$ cat config.mk
export PLATFORM = sky130hd
export DESIGN_NAME = target_lock_with_hysteresis
export DESIGN_NICKNAME = d
export VERILOG_FILES = /design/src/design/tlwh_pkg.sv /design/src/design/target_lock_with_hysteresis.sv
export SDC_FILE = /design/constraint.sdc
export NUM_CORES = 1
export LEC_CHECK = 0
export ABC_AREA = 1
export BUFFER_PORTS_ARGS = -buffer_cell sky130_fd_sc_hd__buf_2
export CAP_MARGIN = 20
export CORE_UTILIZATION = 35
export DETAILED_ROUTE_END_ITERATION = 7
export PLACE_DENSITY = 0.61
export SYNTH_ARGS = -nofsm -noshare
export SYNTH_HDL_FRONTEND = slang
export SYNTH_SLANG_ARGS = --single-unit
$ cat constraint.sdc
create_clock -name aclk -period 6.25 [get_ports aclk]
set_input_delay 0.3125 -clock aclk [delete_from_list [all_inputs] [get_ports aclk]]
set_output_delay 0.3125 -clock aclk [all_outputs]
set_load 0.005 [all_outputs]
$ cat src/design/tlwh_pkg.sv
// Package for the target lock block: field widths, configuration register
// indexes and reset values. No dependencies.
`default_nettype none

package tlwh_pkg;

    localparam int ID_W      = 16;
    localparam int CONF_W    = 15;
    localparam int INDEX_W   = 6;
    localparam int FRAMES_W  = 8;
    localparam int CFG_IDX_W = 2;
    localparam int CFG_DAT_W = 15;

    typedef logic signed [ID_W-1:0] det_id_t;
    typedef logic [CONF_W-1:0]      conf_t;
    typedef logic [INDEX_W-1:0]     index_t;
    typedef logic [FRAMES_W-1:0]    frames_t;
    typedef logic [CFG_IDX_W-1:0]   cfg_idx_t;
    typedef logic [CFG_DAT_W-1:0]   cfg_dat_t;

    // Configuration register indexes
    localparam cfg_idx_t REG_SWITCH_MARGIN = 2'd0;
    localparam cfg_idx_t REG_SWITCH_FRAMES = 2'd1;

    localparam conf_t   MARGIN_RESET = 15'd2560;
    localparam frames_t FRAMES_RESET = 8'd5;
    localparam frames_t COUNT_MAX    = 8'd255;
    localparam det_id_t NO_ID        = -16'sd1;

endpackage

`default_nettype wire

$ cat src/design/target_lock_with_hysteresis.sv
// Top level of the target lock block: input register, per-detection update
// and frame-end decision, result register. Depends on tlwh_pkg.
//
//  Channel   Ports                                    Direction  Moves
//  s_        s_valid/s_ready, detection fields        in         one detection request
//  m_        m_valid/m_ready, selection fields        out        one result per frame end
//  cfg_      cfg_valid/cfg_ready, cfg_index/cfg_data  in         one register write
//
// One detection a cycle while the input register is not stalled. A request
// waits in the input register, then one pass of compare logic updates the
// frame state and, at frame end, loads the result register.
// The input register only stalls when a frame-end request meets a result
// that is still waiting downstream. Reset (aresetn, synchronous, active low)
// drops the lock, the challenger, the frame in progress and both registers.
`default_nettype none

module target_lock_with_hysteresis #(
    parameter int MAX_BODIES = 64
) (
    input  wire                    aclk,
    input  wire                    aresetn,

    input  wire                    s_valid,
    output logic                   s_ready,
    input  tlwh_pkg::det_id_t      s_det_id,
    input  tlwh_pkg::conf_t        s_det_confidence,
    input  wire                    s_frame_empty,
    input  wire                    s_last_in_frame,

    output logic                   m_valid,
    input  wire                    m_ready,
    output logic                   m_has_selection,
    output tlwh_pkg::index_t       m_chosen_index,
    output tlwh_pkg::det_id_t      m_locked_id_out,

    input  wire                    cfg_valid,
    output logic                   cfg_ready,
    input  tlwh_pkg::cfg_idx_t     cfg_index,
    input  tlwh_pkg::cfg_dat_t     cfg_data
);
    import tlwh_pkg::*;

    // Position counter holds 0..MAX_BODIES; stored positions hold 0..MAX_BODIES-1
    localparam int CNT_W = $clog2(MAX_BODIES + 1);
    localparam int POS_W = (MAX_BODIES > 1) ? $clog2(MAX_BODIES) : 1;
    localparam logic [CNT_W-1:0] CNT_LIMIT = CNT_W'(MAX_BODIES);

    // Configuration registers
    conf_t   switch_margin_reg;
    frames_t switch_frames_reg;

    // Input register
    logic    in_valid_reg;
    det_id_t in_id_reg;
    conf_t   in_conf_reg;
    logic    in_empty_reg;
    logic    in_last_reg;

    // Lock state across frames
    det_id_t locked_id_reg, locked_id_next;
    det_id_t chal_id_reg, chal_id_next;
    frames_t chal_count_reg, chal_count_next;

    // Frame state
    conf_t             best_conf_reg, best_conf_next;
    logic [POS_W-1:0]  best_pos_reg, best_pos_next;
    det_id_t           best_id_reg, best_id_next;
    logic              locked_found_reg, locked_found_next;
    logic [POS_W-1:0]  locked_pos_reg, locked_pos_next;
    conf_t             locked_conf_reg, locked_conf_next;
    logic [CNT_W-1:0]  item_pos_reg, item_pos_next;

    // Result register
    logic    m_valid_reg;
    logic    res_has_reg, res_has_next;
    index_t  res_index_reg, res_index_next;
    det_id_t res_lock_reg;

    // Per-item working values
    logic              frame_end;
    logic              advance;
    logic              take;
    logic              better;
    logic              lock_hit;
    conf_t             f_best_conf;
    logic [POS_W-1:0]  f_best_pos;
    det_id_t           f_best_id;
    logic              f_locked_found;
    logic [POS_W-1:0]  f_locked_pos;
    conf_t             f_locked_conf;
    logic [CNT_W-1:0]  f_item_pos;
    logic [CONF_W:0]   lock_plus_margin;
    logic [POS_W-1:0]  sel_pos;
    logic [POS_W+INDEX_W-1:0] sel_pos_ext;
    frames_t           count_bumped;

    // Handshake: a frame-end request waits for room in the result register
    assign frame_end = in_empty_reg | in_last_reg;
    assign advance   = in_valid_reg & (~frame_end | ~m_valid_reg | m_ready);
    assign s_ready   = ~in_valid_reg | advance;
    assign cfg_ready = 1'b1;

    assign m_valid         = m_valid_reg;
    assign m_has_selection = res_has_reg;
    assign m_chosen_index  = res_index_reg;
    assign m_locked_id_out = res_lock_reg;

    // Fold the current detection into the running best and the lock search
    always_comb begin
        take     = in_valid_reg & ~in_empty_reg & (item_pos_reg < CNT_LIMIT);
        better   = (item_pos_reg == '0) | (in_conf_reg > best_conf_reg);
        lock_hit = take & ~locked_id_reg[ID_W-1] & ~locked_found_reg
                 & (in_id_reg == locked_id_reg);

        f_best_conf    = best_conf_reg;
        f_best_pos     = best_pos_reg;
        f_best_id      = best_id_reg;
        f_locked_found = locked_found_reg;
        f_locked_pos   = locked_pos_reg;
        f_locked_conf  = locked_conf_reg;
        f_item_pos     = item_pos_reg;

        if (take) begin
            f_item_pos = item_pos_reg + 1'b1;
            if (better) begin
                f_best_conf = in_conf_reg;
                f_best_pos  = item_pos_reg[POS_W-1:0];
                f_best_id   = in_id_reg;
            end
        end
        if (lock_hit) begin
            f_locked_found = 1'b1;
            f_locked_pos   = item_pos_reg[POS_W-1:0];
            f_locked_conf  = in_conf_reg;
        end
    end

    // Frame-end decision on the updated frame state
    always_comb begin
        lock_plus_margin = {1'b0, f_locked_conf} + {1'b0, switch_margin_reg};
        count_bumped     = (chal_count_reg < COUNT_MAX) ? chal_count_reg + 1'b1
                                                        : chal_count_reg;

        locked_id_next  = locked_id_reg;
        chal_id_next    = chal_id_reg;
        chal_count_next = chal_count_reg;
        res_has_next    = 1'b1;
        sel_pos         = f_locked_pos;

        priority if (f_item_pos == '0) begin
            // Empty frame: drop everything
            locked_id_next  = NO_ID;
            chal_id_next    = NO_ID;
            chal_count_next = '0;
            res_has_next    = 1'b0;
            sel_pos         = '0;
        end else if (f_best_id[ID_W-1]) begin
            // Untracked best: drop the lock, still emit the best
            locked_id_next  = NO_ID;
            chal_id_next    = NO_ID;
            chal_count_next = '0;
            sel_pos         = f_best_pos;
        end else if (!f_locked_found) begin
            // Locked target gone: lock onto the best
            locked_id_next  = f_best_id;
            chal_id_next    = NO_ID;
            chal_count_next = '0;
            sel_pos         = f_best_pos;
        end else if (f_best_id == locked_id_reg
                     || {1'b0, f_best_conf} < lock_plus_margin) begin
            // Lock holds its place
            chal_id_next    = NO_ID;
            chal_count_next = '0;
        end else begin
            // Clearly better challenger: count its leading frames
            if (chal_id_reg == f_best_id) begin
                chal_count_next = count_bumped;
            end else begin
                chal_count_next = frames_t'(1);
            end
            chal_id_next = f_best_id;
            if (chal_count_next >= switch_frames_reg) begin
                locked_id_next  = f_best_id;
                chal_id_next    = NO_ID;
                chal_count_next = '0;
                sel_pos         = f_best_pos;
            end
        end

        sel_pos_ext    = {{INDEX_W{1'b0}}, sel_pos};
        res_index_next = sel_pos_ext[INDEX_W-1:0];
    end

    // Next frame state: clear at frame end, else carry the updated values
    always_comb begin
        if (frame_end) begin
            best_conf_next    = '0;
            best_pos_next     = '0;
            best_id_next      = NO_ID;
            locked_found_next = 1'b0;
            locked_pos_next   = '0;
            locked_conf_next  = '0;
            item_pos_next     = '0;
        end else begin
            best_conf_next    = f_best_conf;
            best_pos_next     = f_best_pos;
            best_id_next      = f_best_id;
            locked_found_next = f_locked_found;
            locked_pos_next   = f_locked_pos;
            locked_conf_next  = f_locked_conf;
            item_pos_next     = f_item_pos;
        end
    end

    // Configuration writes; indexes past the list are dropped
    always_ff @(posedge aclk) begin
        if (!aresetn) begin
            switch_margin_reg <= MARGIN_RESET;
            switch_frames_reg <= FRAMES_RESET;
        end else if (cfg_valid && cfg_ready) begin
            unique case (cfg_index)
                REG_SWITCH_MARGIN: switch_margin_reg <= cfg_data;
                REG_SWITCH_FRAMES: switch_frames_reg <= cfg_data[FRAMES_W-1:0];
                default: ;
            endcase
        end
    end

    // Input register: load on accept, empty once the request moves on
    always_ff @(posedge aclk) begin
        if (!aresetn) begin
            in_valid_reg <= 1'b0;
        end else if (s_valid && s_ready) begin
            in_valid_reg <= 1'b1;
        end else if (advance) begin
            in_valid_reg <= 1'b0;
        end
    end

    always_ff @(posedge aclk) begin
        if (s_valid && s_ready) begin
            in_id_reg    <= s_det_id;
            in_conf_reg  <= s_det_confidence;
            in_empty_reg <= s_frame_empty;
            in_last_reg  <= s_last_in_frame;
        end
    end

    // Frame state advances with each request that moves on; lock state at frame end
    always_ff @(posedge aclk) begin
        if (!aresetn) begin
            locked_id_reg    <= NO_ID;
            chal_id_reg      <= NO_ID;
            chal_count_reg   <= '0;
            best_conf_reg    <= '0;
            best_pos_reg     <= '0;
            best_id_reg      <= NO_ID;
            locked_found_reg <= 1'b0;
            locked_pos_reg   <= '0;
            locked_conf_reg  <= '0;
            item_pos_reg     <= '0;
        end else if (advance) begin
            best_conf_reg    <= best_conf_next;
            best_pos_reg     <= best_pos_next;
            best_id_reg      <= best_id_next;
            locked_found_reg <= locked_found_next;
            locked_pos_reg   <= locked_pos_next;
            locked_conf_reg  <= locked_conf_next;
            item_pos_reg     <= item_pos_next;
            if (frame_end) begin
                locked_id_reg  <= locked_id_next;
                chal_id_reg    <= chal_id_next;
                chal_count_reg <= chal_count_next;
            end
        end
    end

    // Result register: hold until taken downstream
    always_ff @(posedge aclk) begin
        if (!aresetn) begin
            m_valid_reg <= 1'b0;
        end else if (advance && frame_end) begin
            m_valid_reg <= 1'b1;
        end else if (m_ready) begin
            m_valid_reg <= 1'b0;
        end
    end

    always_ff @(posedge aclk) begin
        if (advance && frame_end) begin
            res_has_reg   <= res_has_next;
            res_index_reg <= res_index_next;
            res_lock_reg  <= locked_id_next;
        end
    end

endmodule

`default_nettype wire

Word level (Yosys, flattened, before mapping)
Index checks and enable logic that the tools add are counted.
{ "op_classes": {"reduce_logical": 11, "bitwise": 17, "n_lt_le_gt_ge": 5, "add_sub_neg": 3, "n_eq_ne": 4, "mux": 47} }
{ "ops": {"columns": ["cell", "count"], "rows": [
  ["$mux 16", 13],
  ["$mux 8", 11],
  ["$mux 15", 5],
  ["$mux 6", 9],
  ["$eq 16x16->1", 3],
  ["$add 15x15->16", 1],
  ["$lt 15x16->1", 1],
  ["$gt 15x15->1", 1],
  ["$logic_not 7->1", 2],
  ["$mux 7", 2],
  ["$add 8x1->8 const B", 1],
  ["$ge 8x8->1", 1],
  ["$lt 8x8->1 const B", 1],
  ["$add 7x1->7 const B", 1],
  ["$lt 7x7->1 const B", 1],
  ["$mux 1", 7],
  ["$and 1x1->1", 6],
  ["$not 1->1", 6],
  ["$reduce_and 2->1", 3],
  ["$or 1x1->1", 5],
  ["$reduce_bool 2->1", 2],
  ["$eq 2x1->1 const B", 1],
  ["$logic_and 1x1->1", 2],
  ["$logic_not 2->1", 1],
  ["$logic_or 1x1->1", 1]
]} }
{ "word_totals": {"inputBits": 55, "register_bits": 187, "output_inout_bits": 26, "elab_cells": 108} }

Longest topological paths before layout
Gate-level depths: netlist (run 1).
{ "logic_depth": {"word_depth": 20, "depth_mapped": 37, "ltp_nobuf": 35} }

Worst setup path after synthesis (run 1)
No wires, ideal clock.
{ "synth_path": {"kind": "register to register", "startpoint": "register in_empty_reg", "endpoint": "register res_index_reg[0] (netlist: m_chosen_index[0]) (data pin)", "stages_incl_launch_ff": 31, "synth_period_minus_slack_ps": 4891, "setup_slack_ps": 1359, "arrival_time_ps": 4641, "path_cell_list": "edfxtp_1 nor3_4 o211ai_1 nor4_1 nand2_1 clkbuf_1 nand2_1 o21ai_0 ha_1 fa_1 nand3_1 nand2_1 a21oi_1 o21ai_0 a21oi_1 o21bai_1 a21oi_1 nor2_1 nor2_1 xor2_1 ha_1 inv_1 o21ba_2 o22a_1 nand2_1 nand3_4 nand2_2 buf_6 o21bai_1 inv_1 nor2_1"} }
{ "synth_via": {"elab_chain_len": 15, "elab_cells_between_ends": 29, "classes_between": "1 x add/sub; 2 x order compare; 2 x eq/ne; 16 x mux; 6 x bitwise; 2 x reduce/logical"} }
{ "synth_rtl": {"columns": ["item", "line", "source"], "rows": [
  ["start: declaration", "target_lock_with_hysteresis.sv:56", "logic in_empty_reg;"],
  ["start signal: assignment", "target_lock_with_hysteresis.sv:244", "in_empty_reg <= s_frame_empty;"],
  ["$not 1->1 (*)", "target_lock_with_hysteresis.sv:110", "take = in_valid_reg & ~in_empty_reg & (item_pos_reg < CNT_LIMIT);"],
  ["$and 1x1->1 (*) (2 in a row)", "target_lock_with_hysteresis.sv:110", null],
  ["branches (longest 12 deep; another with $add 15x15->16)", null, null],
  ["end signal: assignment", "target_lock_with_hysteresis.sv:292", "res_index_reg <= res_index_next;"],
  ["end: declaration", "target_lock_with_hysteresis.sv:76", "index_t res_index_reg, res_index_next;"]
]} }
Every way passes the cells marked *. The select of a mux whose other input is x is not followed.
A chain may end at the register's enable or synchronous reset.

Final worst setup path (run 1)
{ "layout_path": {"startpoint": "register in_conf_reg[14]", "endpoint": "register chal_id_reg[14]"} }
{ "layout_via": {"elab_chain_len": 16, "elab_cells_between_ends": 23, "classes_between": "1 x add/sub; 3 x order compare; 2 x eq/ne; 15 x mux; 1 x bitwise; 1 x reduce/logical"} }
{ "layout_rtl": {"columns": ["item", "line", "source"], "rows": [
  ["start: declaration", "target_lock_with_hysteresis.sv:55", "conf_t in_conf_reg;"],
  ["start signal: assignment", "target_lock_with_hysteresis.sv:243", "in_conf_reg <= s_det_confidence;"],
  ["$gt 15x15->1", "target_lock_with_hysteresis.sv:111", "better = (item_pos_reg == '0) | (in_conf_reg > best_conf_reg);"],
  ["$or 1x1->1", "target_lock_with_hysteresis.sv:111", null],
  ["$mux 16", "target_lock_with_hysteresis.sv:125", "if (better) begin"],
  ["$mux 16", "target_lock_with_hysteresis.sv:123", "if (take) begin"],
  ["$eq 16x16->1", "target_lock_with_hysteresis.sv:176", "if (chal_id_reg == f_best_id) begin"],
  ["$mux 8", "target_lock_with_hysteresis.sv:176", null],
  ["$mux 8", "target_lock_with_hysteresis.sv:169", "end else if (f_best_id == locked_id_reg"],
  ["$mux 8", "target_lock_with_hysteresis.sv:163", "end else if (!f_locked_found) begin"],
  ["$mux 8", "target_lock_with_hysteresis.sv:157", "end else if (f_best_id[ID_W-1]) begin"],
  ["$mux 8", "target_lock_with_hysteresis.sv:150", "priority if (f_item_pos == '0) begin"],
  ["$ge 8x8->1", "target_lock_with_hysteresis.sv:182", "if (chal_count_next >= switch_frames_reg) begin"],
  ["$mux 16", "target_lock_with_hysteresis.sv:182", null],
  ["$mux 16", "target_lock_with_hysteresis.sv:169", null],
  ["$mux 16", "target_lock_with_hysteresis.sv:163", null],
  ["$mux 16 (*)", "target_lock_with_hysteresis.sv:157", null],
  ["$mux 16 (*)", "target_lock_with_hysteresis.sv:150", null],
  ["end signal: assignment", "target_lock_with_hysteresis.sv:272", "chal_id_reg <= chal_id_next;"],
  ["end: declaration", "target_lock_with_hysteresis.sv:61", "det_id_t chal_id_reg, chal_id_next;"]
]} }
Every way passes the cells marked *; elsewhere a longest branch is shown, timed or not. The select of a mux whose other input is x is not followed.

==> metrics.md, run 1 <==
| Metric | Value |
|---|---|
| Status | complete, no violations |
| Post-Place Worst Slack | about 400 ps |
| Final setup TNS | 0 ps |
| Top post-synthesis cells by area | dfxtp_1, edfxtp_1, nand2_1 |
| Share of the synthesized area in the top cell type | 0.259 |
| Worst-path clk slew | 80 ps |
| WP data arrival | 5980 ps |
| CTS buffer count | 17 |
| Hpwl dp | 18.6 mm |
| CP required | around 6600 ps |
| Global Route Usage Sum | 0.187 |
| Reg2reg path depth | 29 |
| Initial antenna violation count | 0 |
| Final Critical Period | roughly 5700 ps |
| Drt first pass iters | 5 |
| Root Buffer | clkbuf_16 |
| Htree depth | 4 |
| RSZ-0062 raised after global routing | true |
| Post-CTS Setup Bufs | 0 |
| I/O pins | 81 |
| Clock insertion delay at the later pin of the skew report | 440 ps |
| Fillers | 2945 |
| Fraction of registers with async set/reset | 0 |
| Total routed wirelength | 26.4 mm |
| Vias/cell | approximately 5 |
| R2R Setup Slk | 590 ps |
| Vias in the first global route | slightly above 8000 |
| Starting DRT DRC Count | 562 |
| Post-DR wirelength/cell | approximately 15 um |
| # setup viols final | 0 |
| Max_cap viols | 0 |
| Final Power | around 2.7 mW |
| Nets@finish | 1507 |
| Count of cell types in the netlist | between 40 and 50 |
| Layout cells sized above 1 | 0.117 |
| P_leak | just under 5 nW |
| DRC Markers | 0 |
| Slowest CP cell | edfxtp_1 |
| Global route overflow | 0 |
| Count of final max-slew check failures | 0 |
| Largest net degree at the start of global routing | 65 |
| Row count | 61 |
| Ys flop type | dfxtp_1 |
| Maximum clock path buffer count | 2 |
| Post-DRT Antenna Nets | 0 |
| Worst min-delay path class | input port to flop |
| DIE HEIGHT | between 150 and 200 um |
| CP endpoint kind | flop |
| Slew @ Worst Pin | ~1100 ps |
| EDFF count, synth | 56 |
| Area of the mapped netlist | slightly above 10000 um^2 |
| Layout area overhead | 13.6% |
| Period utilization | 0.906 |
| Yosys top cell by area | dfxtp_1 |
| Most used cell, CP | nand2_1 |
| Synth Instances | between 1000 and 1500 |
| Ys Warns | 0 |
| Critical R2R Capture | chal_id_reg[14] |
| Crit-path max FO | 52 |
| Hold Crit Endpoint | in_id_reg[13] |
| Core region area | about 28000 um^2 |
| Initial Util | 0.360 |
| Peak supply drop | about 0.00015 V |
| Clock skew | approximately 13 ps |
| TritonCTS clock tree | built |
| Number of diodes | 0 |
| Synthesized area per cell | around 7.6 um^2 |
| Syn Nets | 1446 |
| PwrDens | between 200 and 250 nW/um^2 |
| First-pass GRT wire length | 42.8 mm |
| R2r startpoint | in_conf_reg[14] |
| Hold path start | s_det_id[13] |
| Port buffer count | between 70 and 80 |
| Hold path cells | 1 |
| Final hold vios | 0 |
| Register area share after synthesis | 0.426 |
| Placer Congestion | 0.921 |
| Critical setup path kind | flop to flop |
| Die ar. | ~30000 um^2 |
| CTS Sinks | 187 |
| Setup crit start kind | flop |
| Fmax | between 150 and 200 MHz |
| Die Width | ~170 um |
| Hold Buf Count CTS | 0 |
| Via count | ~8800 |
| Register bit total from synthesis | roughly 190 |
| Worst setup margin | about 590 ps |
| Worst path max stage delay | approximately 420 ps |
| Rel. slew slack | 0.262 |
==> repair_timing <==
| action | in CTS | in global routing |
|---|---|---|
| hold endpoints to repair | 0 | 0 |
| gates resized for setup | 0 | 5 |
| endpoints found under the setup margin | 0 | 52 |
==> per-stage QoR <==
step | utilization | std cells | area, um^2 | hold slack [ps]
after floorplan | - | 1335 | 10100 | 411
after global placement | 0.387 | 1755 | 10900 | 451
after detailed placement | 0.387 | 1755 | 10900 | 457
after CTS | 0.408 | 1787 | 11500 | 29.1
after global routing | 0.409 | 1787 | 11500 | 27.0
final | 0.409 | 1787 | 11500 | 44.8
==> routing by layer <==
| layer | share of wire | global-route usage | up-vias |
|---|---|---|---|
| met5 | 0 | 0 | - |
| met4 | 0.019 | 0.0596 | 0 |
| met3 | 0.051 | 0.0272 | 33 |
| met2 | 0.47 | 0.316 | 237 |
| met1 | 0.46 | 0.244 | 3981 |
| li1 | - | - | 4505 |
==> worst max-delay path: cells and delay by family (launching register included) <==
| family | cells | cell delay (ps) |
|---|---|---|
| XOR/XNOR | 1 | 190 |
| adder cells (fa/ha/maj) | 2 | 610 |
| buffers and inverters | 2 | 110 |
| AO/OA/AOI/OAI | 5 | 1100 |
| AND/OR/NAND/NOR | 19 | 3090 |
| flip-flops | 1 | 420 |
==> area by class of cell <==
type / count / area [um^2] / area share
sequential: 187 / 4300 / 0.375
tap: 378 / 473 / 0.0412
clock inverter: 8 / 68.8 / 0.00599
multi-input combinational: 918 / 4940 / 0.430
clock buffer: 24 / 526 / 0.0458
timing repair buffer: 93 / 500 / 0.0436
inverter: 179 / 672 / 0.0585
==> cells in the mapped netlist, types with 29 or more instances <==
cell type / n
ha_1: 55
o21ai_0: 88
dfxtp_1: 131
nor2_1: 89
nand2_1: 348
nand3_1: 59
a21oi_1: 95
o22ai_1: 32
xor2_1: 29
clkbuf_1: 42
inv_1: 168
edfxtp_1: 56
==> cell usage in the layout, fill, tap and decap left out, types with 4 or more instances in the layout <==
master,synthesis,layout
edfxtp_1,56,56
nand3_1,59,59
ha_1,55,55
o21ai_0,88,87
clkbuf_16,0,20
nand4_1,25,25
o21ai_1,7,8
nor4_1,4,4
buf_4,3,14
dfxtp_1,131,131
inv_6,0,4
inv_1,168,168
o22ai_1,32,32
o21ai_2,11,11
nand2_1,348,348
inv_2,8,8
nor3_1,14,13
or2_2,6,6
nor2_1,89,88
xor2_1,29,29
buf_2,2,79
xnor2_1,18,18
nand2_2,7,5
a21oi_1,95,95
==> cells by family after synthesis <==
logic type	Yosys count	share of synthesized area
AOI/OAI and AO/OA	254	0.141
xor gates and xnor gates	47	0.0407
other	1	0.000371
DFF	187	0.426
and+or+nand+nor	560	0.233
adders and majority gates	56	0.0700
buffers and inverters	230	0.0890
==> how the worst max path moves through the flow <==
stage                    start                 to  slack [ps]  cells past startpoint
2_1_floorplan     in_empty_reg  m_chosen_index[0]        1360                     30
3_3_place_gp   in_conf_reg[14]     chal_id_reg[3]         440                     28
3_5_place_dp   in_conf_reg[14]    chal_id_reg[14]         400                     28
4_1_cts        in_conf_reg[14]    chal_id_reg[14]         370                     28
5_1_grt           in_id_reg[3]  m_chosen_index[1]         -10                     33
6_report       in_conf_reg[14]    chal_id_reg[14]         590                     29
==> power by group <==
part	switching, mW	total [mW]	leakage (nW)	internal [mW]
Combinational	0.186	0.277	2.98	0.0911
Sequential	0.0229	1.31	1.55	1.28
Clock	0.500	1.10	0.294	0.602
No activity file was read; power rests on OpenSTA's default activity.
==> run 2: changes to the inputs <==
CELL_PAD_IN_SITES_DETAIL_PLACEMENT = 0   (was unset)
CELL_PAD_IN_SITES_GLOBAL_PLACEMENT = 1   (was unset)
PLACE_DENSITY = 0.75   (was 0.61)
==> run 2 against run 1 <==
  * Routed wire length increased by 0.92%
  * First-iteration DRC count increased by 18%
  * Sequential power about the same
  * Power increased by 1.2%
  * Hold slack got worse by 12 ps
  * Sequential cell count unchanged
  * Via count decreased by 0.81%
  * Count of clock-buffer cells in the layout decreased by 7
  * Combinational power increased by 1%
  * Global-route usage increased by 0.14 points
  * Maximum frequency increased by 0.71%
  * Largest cell class unchanged
  * Largest power group unchanged
==> metrics.md, run 2 (synthesis results as in run 1) <==
| Metric | Value |
|---|---|
| Status | complete, no violations |
| WP data arrival | 5940 ps (-40 ps) |
| Worst path max stage delay | 440 ps (+20 ps) |
| Crit-path max FO | 43 (-17%) |
| Hpwl dp | 19.1 mm (+2.3%) |
| Hold Buf Count CTS | 0 (unchanged) |
| Drt first pass iters | 5 (unchanged) |
| Commonest non-fill, non-tap cell in the layout | nand2_1 |
| Total routed wirelength | 26.6 mm (+0.92%) |
| Die ar. | 29600 um^2 (unchanged) |
| Global Route Usage Sum | 0.188 (+0.00140) |
| Placer Congestion | 0.839 (-8.9%) |
| I/O pins | 81 (unchanged) |
| Post-DR wirelength/cell | 14.9 um (+0.75%) |
| RSZ-0062 raised after global routing | false |
| Layout area overhead | 14.0% |
| Global route overflow | 0 (unchanged) |
| WHS | 32.4 ps (-12.4 ps) |
| CTS buffer count | 17 (unchanged) |
| Slowest CP cell | nand2_2 |
| Post-CTS Setup Bufs | 0 (unchanged) |
| Critical setup path kind | flop to flop |
| TritonCTS clock tree | built |
| Clock insertion delay at the later pin of the skew report | 450 ps (about the same) |
| Rel. slew slack | 0.344 (+0.0815) |
| Final design utilization | 0.410 (+0.00151) |
| Layout cells sized above 1 | 0.121 (+0.00400) |
| Slew @ Worst Pin | 982 ps (-123 ps) |
| Worst-path clk slew | 80 ps (about the same) |
| Post-DRT Antenna Nets | 0 (unchanged) |
| First-pass GRT wire length | 42.9 mm (+0.31%) |
| Fillers | 2956 (+0.37%) |
| Max_cap viols | 0 (unchanged) |
| Htree depth | 4 (unchanged) |
| CP endpoint kind | flop |
| Number of diodes | 0 (unchanged) |
| Initial Util | 0.360 (unchanged) |
| Final Critical Period | 5620 ps (-39.8 ps) |
| Clock skew | 21.5 ps (+8.97 ps) |
| Core region area | 28100 um^2 (unchanged) |
| Initial antenna violation count | 0 (unchanged) |
| Row count | 61 (unchanged) |
| Setup crit start kind | flop |
| Final setup TNS | 0 ps (unchanged) |
| Port buffer count | 79 (unchanged) |
| Maximum clock path buffer count | 2 (unchanged) |
| CTS Sinks | 187 (unchanged) |
| P_leak | 4.84 nW (+0.35%) |
| PwrDens | 236 nW/um^2 (+0.87%) |
| Vias/cell | 4.85 (-0.98%) |
| Largest net degree at the start of global routing | 65 (unchanged) |
| Most used cell, CP | nand2_1 |
| CP required | 6570 ps (about the same) |
| Vias in the first global route | 8203 (-1.1%) |
| Nets@finish | 1510 (+0.20%) |
| Period utilization | 0.900 (-0.00636) |
| Starting DRT DRC Count | 664 (+18%) |
| Reg area | 4300 um^2 (unchanged) |
| Via count | 8685 (-0.81%) |
| Peak supply drop | 0.000187 V (+21%) |
| DRC Markers | 0 (unchanged) |
| Fmax | 178 MHz (+0.71%) |
| # setup viols final | 0 (unchanged) |
| Die Width | 172 um (unchanged) |
| Final hold vios | 0 (unchanged) |
| Most frequent cells in the layout | nand2_1, inv_1, dfxtp_1 |
| Multi-input logic area | 4940 um^2 (about the same) |
| DIE HEIGHT | 172 um (unchanged) |
| Root Buffer | clkbuf_16 |
| Count of final max-slew check failures | 0 (unchanged) |
| Worst min-delay path class | input port to flop |
## run 2: report_power, final
group	total [mW]	switching, mW	internal, mW
Sequential	1.30	0.0210	1.28
Clock	1.13	0.530	0.604
Combinational	0.281	0.188	0.0929
## run 2: worst paths after layout
| path | from | endpoint | slack (ps) | cells after the start |
|---|---|---|---|---|
| setup reg to reg | in_conf_reg[14] | chal_id_reg[8] | 630 | 27 |
| hold reg to reg | switch_frames_reg[1] | switch_frames_reg[1] | 460 | 2 |
| hold / removal | s_last_in_frame | in_last_reg | 30 | 1 |
| setup / recovery | in_conf_reg[14] | chal_id_reg[8] | 630 | 27 |
## run 2: final cells by class
type	count	share of cell area
multi-input combinational	918	0.428
sequential	187	0.373
inverter	179	0.0583
timing repair buffer	96	0.0471
tap	378	0.0410
clock buffer	17	0.0369
clock inverter	15	0.0150
## run 2: what timing repair did
action                                  in CTS  in global routing
hold endpoints to repair                     0                  0
resized for setup                            0                  5
endpoints found under the setup margin       0                 27
## run 2: metal layers
layer / GRT usage / vias up / wire length (um)
met5: 0 / - / 0
met4: 0.0519 / 0 / 408
met3: 0.0311 / 25 / 902
met2: 0.316 / 144 / 12700
met1: 0.248 / 4008 / 12600
li1: - / 4508 / -
## run 2: through the flow
step                      setup slack (ps)  area, um^2  total power [mW]  std cells
after CTS                              415       11500              2.75       1790
after global placement                 547       10900              1.61       1757
after global routing                  8.87       11500              2.83       1790
final                                  627       11500              2.72       1790
after detailed placement               460       10900              1.61       1758
after floorplan                       1360       10100              1.52       1335
## run 2: critical path, delay by kind of cell (launching register included)
kind / cells / cell delay (ps)
flip-flops: 1 / 400
buffers and inverters: 2 / 110
adder cells (fa/ha/maj): 2 / 600
AND/OR/NAND/NOR: 16 / 2730
AO/OA/AOI/OAI: 6 / 1470
XOR/XNOR: 1 / 170
